`src/rtl/upe_pkg.sv`:
```
`default_nettype none

package upe_pkg;

    // Default number of runs that the queue between front and back can hold.
    localparam int unsigned QUEUE_DEPTH = 4;

    // Most output beats that one input beat can cause.
    localparam int unsigned RUN_MAX = 3;

    // Width of the index of a beat inside a run.
    localparam int unsigned RUN_IDX_W = $clog2(RUN_MAX);

    // One run: the output beats caused by one input beat, in order.
    typedef struct packed {
        logic [RUN_IDX_W-1:0]        last_idx;
        logic [RUN_MAX-1:0][7:0]     bytes;
        logic [RUN_MAX-1:0]          stops;
    } run_t;

    // Queue status seen by the front and the back.
    typedef struct packed {
        logic full;
        logic empty;
    } queue_status_t;

endpackage

`default_nettype wire

```
`src/rtl/uri_percent_unescaper_top.sv`:
```
// URI percent decoder, streaming one byte per beat.
//
// Input channel (in_valid / in_stall): one raw URI byte per beat, with
// is_last on the final byte of each URI. Output channel (out_valid /
// out_stall): decoded bytes, last_of_run on the final beat caused by one
// input beat, stopped on the question mark that ends decoding.
// Configuration: cfg_valid / cfg_ready write the two-bit mode register;
// cfg_ready is always high. Write it only while the block is idle.
//
// An accepted input beat is written into the run queue; the output register
// then loads its first output beat from the queue head. An input beat is
// taken every cycle while the run queue has room; the output register
// drains one beat a cycle while the receiver does not stall, so the queue
// absorbs the extra beats of an input beat that causes two or three. Beats
// that are held or dropped produce no output but are still taken.
// Reset clears the mode, the decoder phase and the queue. When the
// receiver stalls, the output beat holds, the queue fills, and in_stall
// rises once the queue is full.
`default_nettype none

module uri_percent_unescaper_top
#(
    parameter int unsigned QUEUE_DEPTH = upe_pkg::QUEUE_DEPTH
)
(
    input  wire logic        clk,
    input  wire logic        rst_n,
    input  wire logic        cfg_valid,
    output logic             cfg_ready,
    input  wire logic [1:0]  cfg_data,
    input  wire logic        in_valid,
    output logic             in_stall,
    input  wire logic [7:0]  in_byte,
    input  wire logic        is_last,
    output logic             out_valid,
    input  wire logic        out_stall,
    output logic [7:0]       out_byte,
    output logic             last_of_run,
    output logic             stopped
);

    upe_pkg::run_t           push_run;
    upe_pkg::run_t           head;
    upe_pkg::queue_status_t  q_status;
    logic                    push;
    logic                    pop;

    assign cfg_ready = 1'b1;

    // Front: classify each beat and build its run.
    upe_front u_front
    (
        .clk       (clk),
        .rst_n     (rst_n),
        .cfg_valid (cfg_valid),
        .cfg_data  (cfg_data),
        .in_valid  (in_valid),
        .in_byte   (in_byte),
        .is_last   (is_last),
        .q_status  (q_status),
        .in_stall  (in_stall),
        .push      (push),
        .run       (push_run)
    );

    // Queue of runs between front and back.
    upe_queue #(
        .DEPTH (QUEUE_DEPTH)
    ) u_queue
    (
        .clk      (clk),
        .rst_n    (rst_n),
        .push     (push),
        .push_run (push_run),
        .pop      (pop),
        .head     (head),
        .status   (q_status)
    );

    // Back: serialise runs into output beats.
    upe_back u_back
    (
        .clk         (clk),
        .rst_n       (rst_n),
        .head        (head),
        .q_status    (q_status),
        .pop         (pop),
        .out_valid   (out_valid),
        .out_stall   (out_stall),
        .out_byte    (out_byte),
        .last_of_run (last_of_run),
        .stopped     (stopped)
    );

`ifndef SYNTHESIS
    // A stop beat always carries a question mark.
    assert property (@(posedge clk) disable iff (!rst_n)
        out_valid && stopped |-> out_byte == 8'h3F)
        else $error("stop beat without question mark");

    // The stop beat is always the final beat of its run.
    assert property (@(posedge clk) disable iff (!rst_n)
        out_valid && stopped |-> last_of_run)
        else $error("stop beat not last of run");

    // The rest of a run is already queued, so no gap follows a mid-run beat.
    assert property (@(posedge clk) disable iff (!rst_n)
        out_valid && !out_stall && !last_of_run |=> out_valid)
        else $error("gap inside a run");
`endif

endmodule

`default_nettype wire

```
`src/rtl/upe_front.sv`:
```
`default_nettype none

module upe_front
(
    input  wire logic                    clk,
    input  wire logic                    rst_n,
    input  wire logic                    cfg_valid,
    input  wire logic [1:0]              cfg_data,
    input  wire logic                    in_valid,
    input  wire logic [7:0]              in_byte,
    input  wire logic                    is_last,
    input  wire upe_pkg::queue_status_t  q_status,
    output logic                         in_stall,
    output logic                         push,
    output upe_pkg::run_t                run
);

    localparam logic [7:0] CH_PCT  = 8'h25;
    localparam logic [7:0] CH_QM   = 8'h3F;
    localparam logic [7:0] CH_PLUS = 8'h2B;
    localparam logic [7:0] CH_SP   = 8'h20;
    localparam logic [7:0] CH_DEL  = 8'h7F;

    typedef enum logic [1:0] {
        PH_PLAIN = 2'd0,
        PH_PCT   = 2'd1,
        PH_DIGIT = 2'd2,
        PH_STOP  = 2'd3
    } phase_t;

    phase_t      phase_reg;
    phase_t      phase_next;
    logic [7:0]  held_reg;
    logic [7:0]  held_next;
    logic [1:0]  mode_reg;

    logic        accept;
    logic        in_dec;
    logic        in_hex;
    logic [7:0]  in_fold;
    logic [3:0]  nib_hi;
    logic [3:0]  nib_lo;
    logic [7:0]  dec_val;
    logic        do_plain;
    logic [1:0]  n;
    logic [7:0]  rb [upe_pkg::RUN_MAX];
    logic [upe_pkg::RUN_MAX-1:0] rs;

    // Character classes of the incoming byte.
    assign in_fold = in_byte | CH_SP;
    assign in_dec  = (in_byte >= 8'h30) && (in_byte <= 8'h39);
    assign in_hex  = in_dec || ((in_fold >= 8'h61) && (in_fold <= 8'h66));

    // Nibble values: a letter's low four bits are 1 to 6, so adding 9 gives 10 to 15.
    assign nib_hi  = ((held_reg >= 8'h30) && (held_reg <= 8'h39)) ?
                     held_reg[3:0] : held_reg[3:0] + 4'd9;
    assign nib_lo  = in_dec ? in_byte[3:0] : in_byte[3:0] + 4'd9;
    assign dec_val = {nib_hi, nib_lo};

    assign accept   = in_valid && !q_status.full;
    assign in_stall = q_status.full;

    // Classify the beat and build the run of output bytes that it causes.
    always_comb
    begin
        n          = 2'd0;
        rs         = '0;
        phase_next = phase_reg;
        held_next  = held_reg;
        do_plain   = 1'b0;
        for (int i = 0; i < upe_pkg::RUN_MAX; i++)
        begin
            rb[i] = 8'h00;
        end

        case (phase_reg)
            PH_PLAIN:
            begin
                do_plain = 1'b1;
            end
            PH_PCT:
            begin
                if (in_hex && !is_last)
                begin
                    phase_next = PH_DIGIT;
                    held_next  = in_byte;
                end
                else
                begin
                    rb[n]    = CH_PCT;
                    n        = n + 2'd1;
                    do_plain = 1'b1;
                end
            end
            PH_DIGIT:
            begin
                if (in_hex)
                begin
                    phase_next = PH_PLAIN;
                    if ((in_dec && !mode_reg[1]) ||
                        (!in_dec && (mode_reg[0] || !mode_reg[1]) &&
                         (dec_val != CH_QM || mode_reg == 2'd0)))
                    begin
                        // Plain decode.
                        rb[n] = dec_val;
                        n     = n + 2'd1;
                    end
                    else if (!in_dec && dec_val == CH_QM)
                    begin
                        // A decoded question mark ends decoding.
                        rb[n]      = CH_QM;
                        rs[n]      = 1'b1;
                        n          = n + 2'd1;
                        phase_next = PH_STOP;
                    end
                    else if (dec_val > CH_PCT && dec_val < CH_DEL)
                    begin
                        rb[n] = dec_val;
                        n     = n + 2'd1;
                    end
                    else
                    begin
                        // Redirect mode keeps out-of-range bytes escaped.
                        rb[0] = CH_PCT;
                        rb[1] = held_reg;
                        rb[2] = in_byte;
                        n     = 2'd3;
                    end
                end
                else
                begin
                    rb[0]    = CH_PCT;
                    rb[1]    = held_reg;
                    n        = 2'd2;
                    do_plain = 1'b1;
                end
            end
            PH_STOP:
            begin
                phase_next = PH_STOP;
            end
            default:
            begin
                phase_next = PH_PLAIN;
            end
        endcase

        // Plain-text handling of the current byte.
        if (do_plain)
        begin
            phase_next = PH_PLAIN;
            if (in_byte == CH_QM && mode_reg != 2'd0)
            begin
                rb[n]      = CH_QM;
                rs[n]      = 1'b1;
                n          = n + 2'd1;
                phase_next = PH_STOP;
            end
            else if (in_byte == CH_PCT && !is_last)
            begin
                phase_next = PH_PCT;
            end
            else if (in_byte == CH_PLUS)
            begin
                rb[n] = CH_SP;
                n     = n + 2'd1;
            end
            else
            begin
                rb[n] = in_byte;
                n     = n + 2'd1;
            end
        end

        // The end marker always returns to plain text.
        if (is_last)
        begin
            phase_next = PH_PLAIN;
            held_next  = 8'h00;
        end
        else if (phase_next != PH_DIGIT)
        begin
            held_next = 8'h00;
        end
    end

    // Pack the run for the queue.
    always_comb
    begin
        run.last_idx = n - 2'd1;
        run.stops    = rs;
        for (int i = 0; i < upe_pkg::RUN_MAX; i++)
        begin
            run.bytes[i] = rb[i];
        end
    end

    assign push = accept && (n != 2'd0);

    // Decoder state and the mode register.
    always_ff @(posedge clk or negedge rst_n)
    begin
        if (!rst_n)
        begin
            phase_reg <= PH_PLAIN;
            held_reg  <= 8'h00;
            mode_reg  <= 2'd0;
        end
        else
        begin
            if (cfg_valid)
            begin
                mode_reg <= cfg_data;
            end
            if (accept)
            begin
                phase_reg <= phase_next;
                held_reg  <= held_next;
            end
        end
    end

endmodule

`default_nettype wire

```
`src/rtl/upe_queue.sv`:
```
`default_nettype none

module upe_queue
#(
    parameter int unsigned DEPTH = upe_pkg::QUEUE_DEPTH
)
(
    input  wire logic                    clk,
    input  wire logic                    rst_n,
    input  wire logic                    push,
    input  wire upe_pkg::run_t           push_run,
    input  wire logic                    pop,
    output upe_pkg::run_t                head,
    output upe_pkg::queue_status_t       status
);

    localparam int unsigned PTR_W = (DEPTH > 1) ? $clog2(DEPTH) : 1;
    localparam int unsigned CNT_W = $clog2(DEPTH + 1);
    localparam logic [PTR_W-1:0] PTR_LAST = PTR_W'(DEPTH - 1);
    localparam logic [CNT_W-1:0] CNT_FULL = CNT_W'(DEPTH);

    upe_pkg::run_t     entries_reg [DEPTH];
    logic [PTR_W-1:0]  wr_ptr_reg;
    logic [PTR_W-1:0]  rd_ptr_reg;
    logic [CNT_W-1:0]  count_reg;
    logic              do_push;
    logic              do_pop;

    assign status.full  = (count_reg == CNT_FULL);
    assign status.empty = (count_reg == '0);
    assign do_push      = push && !status.full;
    assign do_pop       = pop && !status.empty;
    assign head         = entries_reg[rd_ptr_reg];

    // Run storage.
    always_ff @(posedge clk)
    begin
        if (do_push)
        begin
            entries_reg[wr_ptr_reg] <= push_run;
        end
    end

    // Pointers and fill count.
    always_ff @(posedge clk or negedge rst_n)
    begin
        if (!rst_n)
        begin
            wr_ptr_reg <= '0;
            rd_ptr_reg <= '0;
            count_reg  <= '0;
        end
        else
        begin
            if (do_push)
            begin
                wr_ptr_reg <= (wr_ptr_reg == PTR_LAST) ? '0 : wr_ptr_reg + 1'b1;
            end
            if (do_pop)
            begin
                rd_ptr_reg <= (rd_ptr_reg == PTR_LAST) ? '0 : rd_ptr_reg + 1'b1;
            end
            if (do_push && !do_pop)
            begin
                count_reg <= count_reg + 1'b1;
            end
            else if (do_pop && !do_push)
            begin
                count_reg <= count_reg - 1'b1;
            end
        end
    end

endmodule

`default_nettype wire

```
`src/rtl/upe_back.sv`:
```
`default_nettype none

module upe_back
(
    input  wire logic                    clk,
    input  wire logic                    rst_n,
    input  wire upe_pkg::run_t           head,
    input  wire upe_pkg::queue_status_t  q_status,
    output logic                         pop,
    output logic                         out_valid,
    input  wire logic                    out_stall,
    output logic [7:0]                   out_byte,
    output logic                         last_of_run,
    output logic                         stopped
);

    logic [upe_pkg::RUN_IDX_W-1:0] idx_reg;
    logic                          valid_reg;
    logic [7:0]                    byte_reg;
    logic                          last_reg;
    logic                          stop_reg;
    logic                          load;
    logic                          take;
    logic                          at_end;

    assign load   = !valid_reg || !out_stall;
    assign take   = load && !q_status.empty;
    assign at_end = (idx_reg == head.last_idx);
    assign pop    = take && at_end;

    assign out_valid   = valid_reg;
    assign out_byte    = byte_reg;
    assign last_of_run = last_reg;
    assign stopped     = stop_reg;

    // Output register, refilled one beat at a time from the head run.
    always_ff @(posedge clk or negedge rst_n)
    begin
        if (!rst_n)
        begin
            idx_reg   <= '0;
            valid_reg <= 1'b0;
        end
        else if (load)
        begin
            valid_reg <= !q_status.empty;
            if (take)
            begin
                idx_reg <= at_end ? '0 : idx_reg + 1'b1;
            end
        end
    end

    // Payload of the output register.
    always_ff @(posedge clk)
    begin
        if (take)
        begin
            byte_reg <= head.bytes[idx_reg];
            stop_reg <= head.stops[idx_reg];
            last_reg <= at_end;
        end
    end

endmodule

`default_nettype wire

```
`config.mk`:
```
export PLATFORM = sky130hd
export DESIGN_NAME = uri_percent_unescaper_top
export DESIGN_NICKNAME = d
export VERILOG_FILES = /design/src/rtl/upe_pkg.sv /design/src/rtl/uri_percent_unescaper_top.sv /design/src/rtl/upe_front.sv /design/src/rtl/upe_queue.sv /design/src/rtl/upe_back.sv
export SDC_FILE = /design/constraint.sdc
export NUM_CORES = 1
export LEC_CHECK = 0
export ABC_AREA = 0
export BUFFER_PORTS_ARGS = -buffer_cell sky130_fd_sc_hd__buf_2
export CAP_MARGIN = 20
export CORE_MARGIN = 3
export CORE_UTILIZATION = 49
export DETAILED_ROUTE_END_ITERATION = 6
export PLACE_DENSITY = 0.68
export SYNTH_ARGS = -nofsm -noshare
export SYNTH_HDL_FRONTEND = slang
export SYNTH_SLANG_ARGS = --single-unit
```
`constraint.sdc`:
```
create_clock -name clk -period 7.25 [get_ports clk]
set_input_delay 1.45 -clock clk [delete_from_list [all_inputs] [get_ports clk]]
set_output_delay 1.45 -clock clk [all_outputs]
set_load 0.02 [all_outputs]
```
# Yosys cells after proc, flatten, opt, wreduce, memory -nomap -nowiden
# Memory sizes are Yosys's and may differ from the RTL's.
# Index checks and enable logic that the tools add are counted.
# totals
regBits	32
latch_bits	0
ramBits	116
mem_bits_ro	0
input_bits	16
output_inout_bits	13
n_memories	1
# classes
n_addsub	9
n_mul	0
div_mod_pow	0
n_lt_le_gt_ge	13
n_eq_ne	13
shifts	0
n_mux	64
bitwise	8
n_reduce_logical	45
# mem_list
memory	depth	word_bits	read_ports	rd_clocked_by_memory_dff	wr	line	rtl
u_queue.entries_reg	4	29	1	0	1	upe_queue.sv:22	upe_pkg::run_t entries_reg [DEPTH];
# ops
cell	count
$mux 24	4
$mux 16	5
$mux 8	10
$mux 2	17
$eq 8x6->1 const B	4
$bwmux 24	1
$and 21x21->21	1
$logic_and 1x1->1	21
$not 21->21	1
$or 18x18->18	1
$bmux 8 s2	1
$demux 8 s2	1
$ge 8x6->1 const B	2
$le 8x6->1 const B	2
$pmux 8 s2	1
$mux 1	12
$mux 3	4
$logic_not 1->1	9
$add 2x1->2 const B	4
$add 4x4->4 const B	2
$eq 2x2->1 const B	4
$ge 8x7->1 const B	1
$gt 8x6->1 const B	1
$le 8x7->1 const B	1
other kinds (32)	42

# Logic depth before layout (Yosys ltp)
# depth
depth_word	21
mapped_depth	19

# Cells and area by module
# From an unflattened synthesis, not the netlist that was laid out.
# hier_totals
hier_cells	496
area_unflattened_um2	7280.7
# by_module_without_submodules
module	n_inst	cells_per_inst	area_each_um2	seq_area_each_um2
upe_queue	1	188	4618.2	3658.5
upe_front	1	247	1986.9	300.3
upe_back	1	59	664.4	375.4
uri_percent_unescaper_top	1	2	11.3	0.0

# Least setup slack after synthesis
# Ideal clock, no wire load.
# synth_timing
path_kind	input -> register
start	input port in_byte[0]
end	memory u_queue.entries_reg[3][0] (netlist bit) (enable)
setup_time_ps	389
arrival_ps	5192
path_slack_ps	1669
stages	14
path_buffers	1
path_cell_list	clkbuf_8 -> inv_1 -> ha_1 -> or3b_1 -> a311oi_2 -> a21oi_2 -> o41ai_4 -> nand4_4 -> a21oi_4 -> ha_1 -> mux2_2 -> ha_1 -> nor2_1 -> and2_1
# synth_between
elab_chain_cells	19
# synth_lines
item	line	rtl
start: declaration	uri_percent_unescaper_top.sv:33	input wire logic [7:0] in_byte,
$ge 8x6->1 or $le 8x6->1 (tied branches)	upe_front.sv:51	assign in_dec = (in_byte >= 8'h30) && (in_byte <= 8'h39);
$logic_and 1x1->1	upe_front.sv:51	
$mux 4	upe_front.sv:57	assign nib_lo = in_dec ? in_byte[3:0] : in_byte[3:0] + 4'd9;
$gt 8x6->1, or another cell as far along	upe_front.sv:116	else if (dec_val > CH_PCT && dec_val < CH_DEL)
$logic_and 1x1->1 or $logic_or 1x1->1 (tied branches)	upe_front.sv:116, upe_front.sv:102	
$mux 2 or $logic_and 1x1->1 (tied branches)	upe_front.sv:116, upe_front.sv:101	
$mux 2 or $logic_or 1x1->1 (tied branches)	upe_front.sv:108, upe_front.sv:100	
$mux 2	upe_front.sv:100	if ((in_dec && !mode_reg[1]) ||
[4 not listed]	-	
$mux 2	upe_front.sv:152	if (in_byte == CH_QM && mode_reg != 2'd0)
$mux 2 (*)	upe_front.sv:149	if (do_plain)
$reduce_bool 2->1 (*)	upe_front.sv:198	assign push = accept && (n != 2'd0);
$logic_and 1x1->1 (*)	upe_front.sv:198	
$logic_and 1x1->1 (*)	upe_queue.sv:31	assign do_push = push && !status.full;
named net u_queue.do_push	upe_queue.sv:26	logic do_push;
$mux 1 (*)	upe_queue.sv:38	if (do_push)
$mux 1 (not written as such) (*)	upe_queue.sv:40	entries_reg[wr_ptr_reg] <= push_run;
end: declaration	upe_queue.sv:22	
# Mark *: on every way through the listed nets, which the timed path passes. The rest lies on a longest branch.

# Final worst setup path
# layout_timing
start	input port in_byte[0]
end	register u_queue.count_reg[2]
# layout_between
elab_chain_cells	20
# layout_lines
item	line	rtl
$ge 8x6->1 or $le 8x6->1 (tied branches)	upe_front.sv:51	
$logic_and 1x1->1	upe_front.sv:51	
$mux 4	upe_front.sv:57	
$gt 8x6->1, or another cell as far along	upe_front.sv:116	
$logic_and 1x1->1 or $logic_or 1x1->1 (tied branches)	upe_front.sv:116, upe_front.sv:102	
$mux 2 or $logic_and 1x1->1 (tied branches)	upe_front.sv:116, upe_front.sv:101	
$mux 2 or $logic_or 1x1->1 (tied branches)	upe_front.sv:108, upe_front.sv:100	
$mux 2	upe_front.sv:100	
[5 not listed]	-	
$mux 2 (*)	upe_front.sv:149	
$reduce_bool 2->1 (*)	upe_front.sv:198	
$logic_and 1x1->1 (*)	upe_front.sv:198	
$logic_and 1x1->1 (*)	upe_queue.sv:31	
named net u_queue.do_push	upe_queue.sv:26	
$logic_not 1->1	upe_queue.sv:67	else if (do_pop && !do_push)
$logic_and 1x1->1	upe_queue.sv:67	
$reduce_bool 2->1 (no line)	-	
end signal: assignment	upe_queue.sv:65	count_reg <= count_reg + 1'b1;
end signal: assignment	upe_queue.sv:69	count_reg <= count_reg - 1'b1;
end: declaration	upe_queue.sv:25	logic [CNT_W-1:0] count_reg;
# Marks and branches as above.
# A chain may end at the register's enable or synchronous reset.

==> results.json <==
{
  "status": "completed",
  "crit_start": "in_byte[0]",
  "grt_max_degree": 33,
  "coreArea_mm2": 0.0141,
  "min_period_over_period_pct": 78.6,
  "clock_latency_ns": 0.42,
  "num_rows": 43,
  "layout.nets": 552,
  "vias": 4250,
  "grt_use_met3_pct": 4.72,
  "leakagePower_nw": 2.96,
  "die_h_um": 127,
  "worst_pin_slew_ns": 0.803,
  "synth_compound_area_share_pct": 10.5,
  "ios": 29,
  "relSlewSlack_pct": 46.5,
  "dr.first_iter.drc_count": 342,
  "cp_data_arrival_time_ns": 6.04,
  "cts.clk_slew.worst_paths_ns": 0.06,
  "cts_setup_buffers": 0,
  "fp.dieArea_mm2": 0.0161,
  "synthMuxAreaShare_pct": 12.1,
  "initial_core_util_pct": 51.0,
  "ir_drop_uv": 187,
  "busiest_layer": "met2",
  "clockBufferDepth": 2,
  "path_common_cell": "ha_1",
  "start_kind": "input pin",
  "finClkSkew_ns": 0.0138,
  "r2r.worst_path.cells": 18,
  "drc": 0,
  "ctsHoldBuffers": 0,
  "synth_xor_area_share_pct": 1.22,
  "timing.rr.start": "u_front.held_reg[0]",
  "power_density_mw_per_mm2": 432,
  "cts_resized": 0,
  "instances_no_fill": 705,
  "criticalPathCategory": "input pin to register",
  "maxCapViolCount": 0,
  "place_hpwl_um": 10400,
  "syn-instance-count": 479,
  "grt-ovfl-total": 0,
  "port_buffers": 27,
  "ys_types": 72,
  "cts_tree": "built",
  "dr.pass1.iters": 4,
  "drive_gt1_share_pct": 25.5,
  "slowest_stage": "o41ai_4",
  "synthAdderAreaFrac_pct": 4.28,
  "hold_path_depth": 2,
  "synth_edf_count": 126,
  "hold_class": "register to register",
  "ys_ff_latch": 148,
  "worst-path-buf-inv": 3,
  "postSynthAreaPerCell_um2": 15.0,
  "dp.cells": 673,
  "synth_top_family_by_area": "multiplexers",
  "max_stage_delay_ns": 0.46,
  "cpLargestDelayFamily": "adder cells",
  "finalSetupViolations": 0,
  "wire_per_inst_um": 21.8,
  "insertedDiodeCount": 0,
  "yosysWarnings": 0,
  "rsz0062_at_grt": "false",
  "fmax_mhz": 175,
  "grt_pass1_vias": 4389,
  "met1_usage_pct": 26.5,
  "cts_made_buffers": 17,
  "synth-simple-area-share_pct": 8.01,
  "yosysSeqAreaShare_pct": 60.3,
  "antenna_found_initial": 0,
  "synth_top_flop_cell": "edfxtp_1",
  "via_per_inst": 6.03,
  "grt_pass1_wl_um": 24300,
  "drv_slew": 0,
  "globalplace.congestion": 0.883,
  "timing_hold_violations_final": 0,
  "power.total_w": 0.00349,
  "synth.net_count": 519,
  "largest_reg_flops": 116,
  "ant_nets": 0,
  "endpoint_kind": "register",
  "cts_num_sinks": 148,
  "finalWirelength_um": 15400,
  "use_met2_pct": 32.4,
  "fin_tns_setup_ns": 0,
  "crit_required_ns": 7.59,
  "grt_usage_pct": 20.0,
  "crit_fanout": 11,
  "areaGrowthSynthToFinish_pct": 12.6,
  "synthArstFlopShare_pct": 14.9,
  "htreeDepth": 4,
  "dieWidth_um": 127,
  "min_from": "u_back.out_valid",
  "period_minus_slack_ns": 5.70,
  "cts_root_buf": "clkbuf_16",
  "cp_num_cells": 19,
  "netlist_area_mm2": 0.00718,
  "path_cells": "buf_2 -> inv_1 -> ha_1 -> or3b_1 -> a311oi_2 -> a21oi_2 -> o41ai_4 -> nand4_4 -> a21oi_4 -> ha_1 -> mux2_2 -> ha_1 -> nor2_1 -> ha_1 -> inv_1 -> fa_1 -> xor2_1 -> nor2_1 -> xor2_1"
}
[logic make-up (layout without fill, tap and decap cells)]
family | Yosys count | in the layout
other | 1 | 1
AO/OA/AOI/OAI | 97 | 97
flip-flops | 148 | 148
AND/OR/NAND/NOR | 98 | 98
adder cells (fa/ha/maj) | 24 | 24
buffers and inverters | 51 | 97
multiplexers | 50 | 50
XOR/XNOR | 10 | 10
[power breakdown]
group / total, W / internal (W) / switching [W]
logic: 0.00120 / 0.000480 / 0.000718
clock network: 0.000919 / 0.000586 / 0.000333
registers: 0.00138 / 0.00128 / 0.000100
[cell type report]
cell class              count  area (um2)
repair buffers             34         188
fillers                  1114        6010
multi-input cells         280        2600
well taps                 180         225
inverters                  31         116
clock buffers              20         447
clock inverters            12         176
flip-flops and latches    148        4340
[layer usage]
layer / vias up / routed length (um)
li1: 1929 / -
met1: 2142 / 6710
met2: 151 / 7590
met3: 28 / 715
met4: 0 / 344
met5: - / 0
[stage by stage]
stage	util [%]	area, um2	hold slack (ns)	setup slack (ns)
final	57.4	8090	0.490	1.55
after global routing	57.4	8090	0.510	1.26
after CTS	57.4	8090	0.495	1.60
after detailed placement	53.0	7460	0.481	1.17
after global placement	53.0	7460	0.470	1.37
after floorplan	-	7180	0.456	1.67
[worst register-to-register path, cell delays in order (launching register included)]
cell and delay, ns:
dfrtp_1 0.48, inv_1 0.18, ha_1 0.19, o21bai_1 0.06
a21oi_1 0.38, mux2_2 0.44, o41ai_4 0.41, nand4_4 0.19
a21oi_4 0.31, ha_1 0.28, mux2_2 0.26, ha_1 0.17
nor2_1 0.35, ha_1 0.28, inv_1 0.07, fa_1 0.38
xor2_1 0.17, nor2_1 0.11, xor2_1 0.17
[synthesized netlist by cell type (all sizes together), types with 4 or more instances]
master / instances / area [um2]
and3: 5 / 36.3
a31oi: 5 / 31.3
a21o: 6 / 47.6
mux2: 7 / 78.8
o21ai: 16 / 83.8
ha: 23 / 288
and2: 11 / 71.3
mux2i: 14 / 140
nor2b: 6 / 37.5
clkbuf: 8 / 60.1
mux4: 29 / 653
nand4: 6 / 52.6
nand3: 11 / 55.1
buf: 12 / 72.6
dfrtp: 22 / 551
xnor2: 5 / 43.8
nand2: 22 / 82.6
xor2: 5 / 43.8
inv: 31 / 116
nor2: 15 / 56.3
a22o: 8 / 77.6
o22ai: 10 / 62.6
o221ai: 4 / 35.0
nor3: 5 / 30.0
edfxtp: 126 / 3780
a21oi: 20 / 115
[placed cells by master, fill, tap and decap left out, types with 14 or more instances in the layout]
| cell | instances |
|---|---|
| inv_1 | 30 |
| dfrtp_1 | 21 |
| o21ai_0 | 15 |
| a21oi_1 | 18 |
| mux2i_1 | 14 |
| buf_2 | 27 |
| nand2_1 | 22 |
| clkbuf_16 | 17 |
| nor2_1 | 15 |
| ha_1 | 23 |
| mux4_2 | 29 |
| edfxtp_1 | 126 |
[final timing paths]
path	to	slack, ns
max reg2reg	u_queue.count_reg[2]	2.27
min	u_back.out_valid	0.49
min reg2reg	u_back.out_valid	0.49
max in group asynchronous	u_queue.rd_ptr_reg[0]	5.83
max	u_queue.count_reg[2]	1.55
min in group asynchronous	u_back.idx_reg[1]	1.02
Note: power is estimated with default switching activity, not from simulation.
